[src/rtl/atca_pkg.sv]
package atca_pkg;

    localparam int DEFAULT_QUEUE_DEPTH = 16;
    localparam int DEFAULT_ID_WIDTH    = 8;

    // command field encoding
    localparam logic CMD_REQUEST = 1'b0;
    localparam logic CMD_RELEASE = 1'b1;

    // class field encoding
    localparam logic CLASS_0 = 1'b0;
    localparam logic CLASS_1 = 1'b1;

    typedef struct packed {
        logic empty;
        logic full;
    } t_queue_status;

endpackage

[src/rtl/atca_ram.sv]
module atca_ram #(
    parameter int WIDTH = 8,
    parameter int DEPTH = 16
) (
    input  logic                     i_clk,
    input  logic                     i_wr_en,
    input  logic [$clog2(DEPTH)-1:0] i_wr_addr,
    input  logic [WIDTH-1:0]         i_wr_data,
    input  logic [$clog2(DEPTH)-1:0] i_rd_addr,
    output logic [WIDTH-1:0]         o_rd_data
);

    logic [WIDTH-1:0] r_mem [DEPTH];
    logic [WIDTH-1:0] r_rd_data;

    always_ff @(posedge i_clk) begin
        if (i_wr_en) begin
            r_mem[i_wr_addr] <= i_wr_data;
        end
        r_rd_data <= r_mem[i_rd_addr];
    end

    assign o_rd_data = r_rd_data;

endmodule

[src/rtl/atca_queue.sv]
module atca_queue #(
    parameter int QUEUE_DEPTH = atca_pkg::DEFAULT_QUEUE_DEPTH,
    parameter int ID_WIDTH    = atca_pkg::DEFAULT_ID_WIDTH
) (
    input  logic                    i_clk,
    input  logic                    i_rst_n,
    input  logic                    i_push,
    input  logic [ID_WIDTH-1:0]     i_push_id,
    input  logic                    i_pop,
    output atca_pkg::t_queue_status o_status,
    output logic [ID_WIDTH-1:0]     o_head_id
);

    import atca_pkg::*;

    localparam int PTR_W = $clog2(QUEUE_DEPTH);
    localparam int CNT_W = $clog2(QUEUE_DEPTH + 1);
    localparam logic [PTR_W-1:0] PTR_LAST = PTR_W'(QUEUE_DEPTH - 1);
    localparam logic [CNT_W-1:0] CNT_FULL = CNT_W'(QUEUE_DEPTH);
    localparam logic [CNT_W-1:0] CNT_ONE  = CNT_W'(1);

    logic [PTR_W-1:0]    r_head, n_head;
    logic [PTR_W-1:0]    r_tail, n_tail;
    logic [CNT_W-1:0]    r_count, n_count;
    logic                r_fwd, n_fwd;
    logic [ID_WIDTH-1:0] r_fwd_id;
    logic [ID_WIDTH-1:0] ram_rd_data;

    function automatic logic [PTR_W-1:0] ptr_inc(input logic [PTR_W-1:0] ptr);
        ptr_inc = (ptr == PTR_LAST) ? '0 : ptr + PTR_W'(1);
    endfunction

    always_comb begin
        n_head = i_pop  ? ptr_inc(r_head) : r_head;
        n_tail = i_push ? ptr_inc(r_tail) : r_tail;
        case ({i_push, i_pop})
            2'b10:   n_count = r_count + CNT_ONE;
            2'b01:   n_count = r_count - CNT_ONE;
            default: n_count = r_count;
        endcase
        // RAM read is registered: a write to the entry being read this cycle is forwarded
        n_fwd = i_push && (r_tail == n_head);
    end

    always_ff @(posedge i_clk) begin
        if (!i_rst_n) begin
            r_head  <= '0;
            r_tail  <= '0;
            r_count <= '0;
            r_fwd   <= 1'b0;
        end else begin
            r_head  <= n_head;
            r_tail  <= n_tail;
            r_count <= n_count;
            r_fwd   <= n_fwd;
        end
    end

    always_ff @(posedge i_clk) begin
        r_fwd_id <= i_push_id;
    end

    // always read at the next head so the oldest id is ready in the following cycle
    atca_ram #(
        .WIDTH (ID_WIDTH),
        .DEPTH (QUEUE_DEPTH)
    ) u_ram (
        .i_clk     (i_clk),
        .i_wr_en   (i_push),
        .i_wr_addr (r_tail),
        .i_wr_data (i_push_id),
        .i_rd_addr (n_head),
        .o_rd_data (ram_rd_data)
    );

    assign o_head_id      = r_fwd ? r_fwd_id : ram_rd_data;
    assign o_status.empty = (r_count == '0);
    assign o_status.full  = (r_count == CNT_FULL);

endmodule

[src/rtl/alternating_two_class_arbiter.sv]
// Channel | Direction | Handshake            | Payload
// input   | in        | i_valid / o_stall    | i_command, i_category, i_requester_id
// result  | out       | o_valid / i_stall    | o_grant_valid, o_grant_id, o_grant_class,
//         |           |                      | o_queued, o_rejected
//
// One transaction per cycle sustained while i_stall is low. An accepted transaction
// passes the input register, then the result register. Queue heads come from a
// registered RAM read at the next head, with a forward path for a same-cycle write.
// Reset: synchronous, active low; resource free, both queues empty, no clearing pass.
// A stalled result holds the buffered input transaction; o_stall then rises.
module alternating_two_class_arbiter #(
    parameter int QUEUE_DEPTH = atca_pkg::DEFAULT_QUEUE_DEPTH,
    parameter int ID_WIDTH    = atca_pkg::DEFAULT_ID_WIDTH
) (
    input  logic                i_clk,
    input  logic                i_rst_n,
    input  logic                i_valid,
    output logic                o_stall,
    input  logic                i_command,
    input  logic                i_category,
    input  logic [ID_WIDTH-1:0] i_requester_id,
    output logic                o_valid,
    input  logic                i_stall,
    output logic                o_grant_valid,
    output logic [ID_WIDTH-1:0] o_grant_id,
    output logic                o_grant_class,
    output logic                o_queued,
    output logic                o_rejected
);

    import atca_pkg::*;

    // input register
    logic                r_in_valid;
    logic                r_in_cmd;
    logic                r_in_cat;
    logic [ID_WIDTH-1:0] r_in_id;

    // arbitration state
    logic r_busy, n_busy;
    logic r_holder, n_holder;

    // result register
    logic                r_out_valid;
    logic                r_grant_valid, n_grant_valid;
    logic [ID_WIDTH-1:0] r_grant_id, n_grant_id;
    logic                r_grant_class, n_grant_class;
    logic                r_queued, n_queued;
    logic                r_rejected, n_rejected;

    logic                advance;
    logic                fire;
    logic                in_take;
    logic                other;
    logic [1:0]          push;
    logic [1:0]          pop;
    t_queue_status       q_status [2];
    logic [ID_WIDTH-1:0] q_head_id [2];

    assign advance = !r_out_valid || !i_stall;
    assign fire    = r_in_valid && advance;
    assign o_stall = r_in_valid && !advance;
    assign in_take = i_valid && !o_stall;
    assign other   = ~r_holder;

    always_comb begin
        n_busy        = r_busy;
        n_holder      = r_holder;
        n_grant_valid = 1'b0;
        n_grant_id    = '0;
        n_grant_class = CLASS_0;
        n_queued      = 1'b0;
        n_rejected    = 1'b0;
        push          = 2'b00;
        pop           = 2'b00;
        if (r_in_cmd == CMD_REQUEST) begin
            if (!r_busy) begin
                n_busy        = 1'b1;
                n_holder      = r_in_cat;
                n_grant_valid = 1'b1;
                n_grant_id    = r_in_id;
                n_grant_class = r_in_cat;
            end else if (!q_status[r_in_cat].full) begin
                push[r_in_cat] = fire;
                n_queued       = 1'b1;
            end else begin
                n_rejected = 1'b1;
            end
        end else if (r_busy) begin
            // the other class goes first, then the releaser's own class
            if (!q_status[other].empty) begin
                pop[other]    = fire;
                n_holder      = other;
                n_grant_valid = 1'b1;
                n_grant_id    = q_head_id[other];
                n_grant_class = other;
            end else if (!q_status[r_holder].empty) begin
                pop[r_holder] = fire;
                n_grant_valid = 1'b1;
                n_grant_id    = q_head_id[r_holder];
                n_grant_class = r_holder;
            end else begin
                n_busy = 1'b0;
            end
        end
    end

    for (genvar c = 0; c < 2; c++) begin : g_queue
        atca_queue #(
            .QUEUE_DEPTH (QUEUE_DEPTH),
            .ID_WIDTH    (ID_WIDTH)
        ) u_queue (
            .i_clk     (i_clk),
            .i_rst_n   (i_rst_n),
            .i_push    (push[c]),
            .i_push_id (r_in_id),
            .i_pop     (pop[c]),
            .o_status  (q_status[c]),
            .o_head_id (q_head_id[c])
        );
    end

    always_ff @(posedge i_clk) begin
        if (!i_rst_n) begin
            r_in_valid  <= 1'b0;
            r_out_valid <= 1'b0;
            r_busy      <= 1'b0;
            r_holder    <= CLASS_0;
        end else begin
            if (!o_stall) begin
                r_in_valid <= i_valid;
            end
            if (advance) begin
                r_out_valid <= r_in_valid;
            end
            if (fire) begin
                r_busy   <= n_busy;
                r_holder <= n_holder;
            end
        end
    end

    always_ff @(posedge i_clk) begin
        if (in_take) begin
            r_in_cmd <= i_command;
            r_in_cat <= i_category;
            r_in_id  <= i_requester_id;
        end
        if (fire) begin
            r_grant_valid <= n_grant_valid;
            r_grant_id    <= n_grant_id;
            r_grant_class <= n_grant_class;
            r_queued      <= n_queued;
            r_rejected    <= n_rejected;
        end
    end

    assign o_valid       = r_out_valid;
    assign o_grant_valid = r_grant_valid;
    assign o_grant_id    = r_grant_id;
    assign o_grant_class = r_grant_class;
    assign o_queued      = r_queued;
    assign o_rejected    = r_rejected;

    a_stall_needs_buffer: assert property (@(posedge i_clk) disable iff (!i_rst_n)
        o_stall |-> r_in_valid)
        else $error("input stalled with empty input register");

    a_idle_request_takes: assert property (@(posedge i_clk) disable iff (!i_rst_n)
        (fire && !r_busy && r_in_cmd == CMD_REQUEST) |=> (r_busy && o_grant_valid))
        else $error("request to a free resource not granted");

    a_grant_matches_holder: assert property (@(posedge i_clk) disable iff (!i_rst_n)
        (r_out_valid && o_grant_valid) |-> (r_busy && o_grant_class == r_holder))
        else $error("granted class differs from holder");

    a_one_outcome: assert property (@(posedge i_clk) disable iff (!i_rst_n)
        r_out_valid |-> ($countones({o_grant_valid, o_queued, o_rejected}) <= 1))
        else $error("more than one outcome for a transaction");

endmodule
[config.mk]
export PLATFORM = sky130hd
export DESIGN_NAME = alternating_two_class_arbiter
export DESIGN_NICKNAME = d
export VERILOG_FILES = /design/src/rtl/atca_pkg.sv /design/src/rtl/atca_ram.sv /design/src/rtl/atca_queue.sv /design/src/rtl/alternating_two_class_arbiter.sv
export SDC_FILE = /design/constraint.sdc
export NUM_CORES = 1
export LEC_CHECK = 0
export BUFFER_PORTS_ARGS = -buffer_cell sky130_fd_sc_hd__buf_2
export CAP_MARGIN = 20
export CORE_AREA = 2 2 188 190
export CTS_BUF_LIST = sky130_fd_sc_hd__clkbuf_4 sky130_fd_sc_hd__clkbuf_8
export DETAILED_ROUTE_END_ITERATION = 10
export DIE_AREA = 0 0 190 192
export PLACE_DENSITY = 0.57
export SLEW_MARGIN = 40
export SYNTH_ARGS = -nofsm -noshare
export SYNTH_HDL_FRONTEND = slang
export SYNTH_HIERARCHICAL = 1
export SYNTH_SLANG_ARGS = --single-unit
[constraint.sdc]
create_clock -name i_clk -period 4.8 [get_ports i_clk]
set_clock_uncertainty 0.2 [all_clocks]
set_input_delay 0.72 -clock i_clk [delete_from_list [all_inputs] [get_ports i_clk]]
set_output_delay 0.72 -clock i_clk [all_outputs]
set_load 0.05 [all_outputs]
* Yosys cells after proc, flatten, opt, wreduce, memory -nomap -nowiden *
Memories as Yosys holds them, arrays and structs flattened. A register that Yosys moved wholly into a read port is not among the register bits.
Cells that the tools add are included.

word-level totals
  memories kept = 2
  bits in writable memories = 256
  latch bits = 0
  register bits = 62
  input port bits = 14
  memory bits (read-only) = 0
  logic and storage cells = 146

memories
  name                            depth  width  read ports  clocked after memory_dff  write ports  RTL line        text
  g_queue[0].u_queue.u_ram.r_mem  16     8      1           1                         1            atca_ram.sv:13  logic [WIDTH-1:0] r_mem [DEPTH];
  g_queue[1].u_queue.u_ram.r_mem  16     8      1           1                         1            atca_ram.sv:13

operators by class
  equal/unequal tests = 15
  add/sub/neg operators = 8
  reductions and logical operators = 19
  shift-type cells = 0
  mux-type cells = 64
  $mul = 0
  $lt $le $gt $ge = 9
  bitwise gates (word level) = 8
  div/mod/pow operators = 0

operators by type and width
  kind                   count
  $mux W8                13
  $mux W1                27
  $mux W2                13
  $mux W4                6
  $pmux W5 S2            2
  $add A4 B1 Y4 const B  4
  $eq A4 B4 Y1 const B   4
  $add A5 B1 Y5 const B  2
  $eq A5 B5 Y1 const B   2
  $logic_not A5 Y1       2
  $sub A5 B1 Y5 const B  2
  $eq A4 B4 Y1           2
  $logic_and A1 B1 Y1    8
  $and A2 B2 Y2          3
  $ge A2 B2 Y1 const B   3
  $lt A1 B2 Y1 const B   3
  $not A1 Y2             3
  $eq A2 B1 Y1 const B   2
  $eq A2 B2 Y1 const B   2
  $logic_not A1 Y1       4
  $ne A2 B2 Y1 const B   2
  $reduce_and A4 Y1      1
  $reduce_bool A2 Y1     2
  $demux W1 S1           3
  5 further kinds        8

* Logic depth before layout (Yosys ltp) *
  depth after elaboration = 12
  mapped depth = 13
  mapped depth without buffers = 13

* Hierarchy *
Netlist, hierarchy kept.

modules (own cells, without submodules)
  module                         instances  seq. area each (µm²)  area each (µm²)  cells each
  atca_ram                       2          4003.8                5147.4           229
  atca_queue                     2          440.4                 1069.8           111
  alternating_two_class_arbiter  1          740.7                 1211.2           111

* Least setup slack after synthesis *
OpenSTA, ideal clock, no wires.

  kind = register to register
  start point = register g_queue[1].u_queue.r_count[0]
  end point = register g_queue[0].u_queue.u_ram.r_rd_data[1] (read register of g_queue[0].u_queue.u_ram.r_mem)
  path buffers = 3
  setup slack = 1.165 ns
  required time = 4.480 ns
  stages on the path, launching flop included = 14
  data arrival time = 3.315 ns
  cell sequence = dfxtp_1 > or4_1 > nor2_1 > buf_2 > nor2_1 > nor2_2 > and3_1 > xor2_1 > and2_1 > buf_6 > buf_6 > mux4_1 > a22oi_1 > nand2_1

RTL lines
  item                    RTL line          text
  from (decl)             atca_queue.sv:24  logic [CNT_W-1:0] r_count, n_count;
  from (signal assigned)  atca_queue.sv:54  r_count <= n_count;
  to (decl)               atca_ram.sv:14    logic [WIDTH-1:0] r_rd_data;

==> flow_summary.yaml <==
clock_network:
  clk_pin_slew_ns: 0.06
  cts_root_buf: "clkbuf_8"
  cts.path.max_buffers: 3
  h-tree-depth: 2
  cts_setup_buffers: 0
  clkSinkCount: 342
  insertion_delay_ns: 0.59
  ctsHoldBuffers: 0
  cts_resized: 0
  cts_tree: "built"
  cts_made_buffers: 54
timing:
  tns_ns: 0
  tightest_slew_ns: 0.836
  rsz0062_at_grt: "no"
  setup_violations: 0
  relSlewSlack_pct: 44.1
  finalCritPeriodShare_pct: 80.5
  hold_viol: 0
  max_freq_ghz: 0.259
  slew_viol_final: 0
  period_needed_ns: 3.86
  setup_slack_ns: 0.936
global_route:
  use_met1_pct: 21.1
  use_met3_pct: 3.00
  grt_pass1_wl_um: 42200
  track_usage_pct: 15.6
  grt_busiest_layer: "met2"
  grt_pass1_vias: 7008
  grtUsageMet2_pct: 25.3
  grt-ovfl-total: 0
  antenna_found_initial: 0
  grt_start_max_net_pins: 40
synth:
  synthAdderAreaFrac_pct: 1.39
  synth_enable_flop_cells: 278
  synth.area.mux_share_pct: 13.3
  postSynth.asyncResetShare_pct: 0
  synth_top_family_by_area: "multiplexers"
  syn_inst: 791
  synth_warnings: 6
  ys.flop_type: "edfxtp_1"
  synth-xor-area-share_pct: 1.03
  ys_seq_area_share_pct: 70.6
  synthSimpleGateAreaFrac_pct: 7.02
  synthDistinctLibCells: 53
  ys_seq_elements: 342
  avgSynthCellArea_um2: 17.3
  syn_area_um2: 13600
  synth-compound-area-share_pct: 4.66
  syn_nets: 819
outcome:
  run_status: "finished, final reports clean"
final_layout:
  nFillCells: 2956
  drive_gt1_share_pct: 25.2
  final_common_cell: "edfxtp_1"
  synthToLayoutAreaGrowth_pct: 14.0
  fin_nets: 901
  num_antenna_cells: 0
  mostFrequentLayoutCells: "278 x edfxtp_1, 64 x dfxtp_1, 61 x clkbuf_8"
  multi_input_area_um2: 3780
  regArea_um2: 9630
detailed_routing:
  drtIter0Drc: 601
  drc: 0
  routedWlPerCell_um: 20.5
  vias: 7142
  via_per_inst: 5.20
  first_pass_iters: 5
  drt_wl_total_um: 28100
  drtAntennaViolNets: 0
place:
  gp_congestion: 0.762
  portBuffers: 27
  place_hpwl_um: 16800
  preCtsSetupSlack_ns: 0.889
worst_setup_path:
  cp.arrival_ns: 4.13
  end_kind: "register"
  start_kind: "register"
  critical_path_class: "register to register"
  crit_required_ns: 5.07
  cp_max_fo: 33
power:
  power.total_w: 0.00590
  peakVddDrop_mv: 0.258
  powerDensity_nw_per_um2: 379
  power_leakage_nw: 5.21
run:
  cap_violations: 0
floorplan:
  fp.dieW_um: 190
  ios: 28
  start_util_pct: 39.8
  fp-row-count: 68
  die_y_um: 192
  die_area_um2: 36500
  coreArea_um2: 34300
hold_path:
  hold_class: "input port to register"
[cells by family after synthesis]
group | Yosys count
compound gates | 94
xor+xnor | 16
fa+ha+maj | 14
buf+inv | 46
flops | 342
mux | 89
simple gates | 190
[synth_stat cells (15+ instances only)]
| cell type | instances | area [um^2] |
|---|---|---|
| nor2_1 | 49 | 184 |
| nand2_1 | 46 | 173 |
| mux4_2 | 36 | 811 |
| o21ai_0 | 18 | 90.1 |
| dfxtp_1 | 64 | 1280 |
| nor2b_1 | 17 | 106 |
| and2_1 | 19 | 119 |
| inv_1 | 15 | 56.3 |
| edfxtp_1 | 278 | 8350 |
| a22oi_1 | 39 | 293 |
| mux2_2 | 16 | 180 |
| mux4_1 | 28 | 736 |
[layout make-up]
type / instances / area share (%)
well taps: 455 / 3.66
inverters: 16 / 0.386
flip-flops and latches: 342 / 61.9
clock inverters: 18 / 0.917
multi-input cells: 403 / 24.3
repair buffers: 56 / 2.43
clock buffers: 83 / 6.46
[worst max-delay path, cell delays in order (launching register included)]
cell,delay [ns]
dfxtp_1,0.33
or4_1,0.56
nor2_1,0.34
o21ai_0,0.18
nor3_1,0.26
buf_4,0.20
xor2_1,0.17
and2_2,0.19
buf_12,0.25
mux4_1,0.61
a22oi_1,0.33
nand2_1,0.10
[final timing paths]
path | start | end | slack, ns | cells after the start
worst max-delay path | g_queue[0].u_queue/r_count[0]$_SDFFE_PN0P_ | g_queue[1].u_queue/u_ram/o_rd_data[0]$_DFF_P_ | 0.94 | 11
worst max register to register | g_queue[0].u_queue/r_count[0]$_SDFFE_PN0P_ | g_queue[1].u_queue/u_ram/o_rd_data[0]$_DFF_P_ | 0.94 | 11
worst min-delay path | i_requester_id[6] | r_in_id[6]$_DFFE_PP_ | 0.10 | 1
worst min register to register | g_queue[1].u_queue/r_count[4]$_SDFFE_PN0P_ | g_queue[1].u_queue/r_count[4]$_SDFFE_PN0P_ | 0.28 | 2
[metrics by stage]
step	area (um^2)	utilization (%)	hold slack, ns	std cells
after floorplan	13600	-	0.251	791
after global placement	14400	41.9	0.266	1272
after detailed placement	14400	42.0	0.271	1272
after CTS	15500	45.3	0.0626	1373
after global routing	15600	45.4	0.0686	1373
final	15600	45.4	0.105	1373
[routing by layer]
metal / wire length [um] / vias to the layer above / share of wire [%]
li1: - / 3289 / -
met1: 12600 / 3614 / 45
met2: 13500 / 181 / 48
met3: 1260 / 58 / 4.5
met4: 774 / 0 / 2.8
met5: 0 / - / 0
[registers in the layout, summed over array words and instances, names as in the netlist]
| signal | count |
|---|---|
| o_queued | 1 |
| r_in_cat | 1 |
| o_rejected | 1 |
| r_busy | 1 |
| g_queue.u_queue/r_count | 10 |
| o_valid | 1 |
| g_queue.u_queue/r_head | 8 |
| g_queue.u_queue/r_fwd_id | 16 |
| r_in_id | 8 |
| r_in_valid | 1 |
| o_grant_class | 1 |
| o_grant_id | 8 |
| g_queue.u_queue/r_fwd | 2 |
| g_queue.u_queue/u_ram/o_rd_data | 16 |
| g_queue.u_queue/u_ram/r_mem | 256 |
| g_queue.u_queue/r_tail | 8 |
| r_in_cmd | 1 |
| r_holder | 1 |
| o_grant_valid | 1 |
[where the power goes]
group / internal, W / total [W] / switching (W)
logic: 0.0000235 / 0.000113 / 0.0000895
registers: 0.00323 / 0.00323 / 0.00000818
clock network: 0.00145 / 0.00255 / 0.00110
Power figures use the tool's default switching activity.
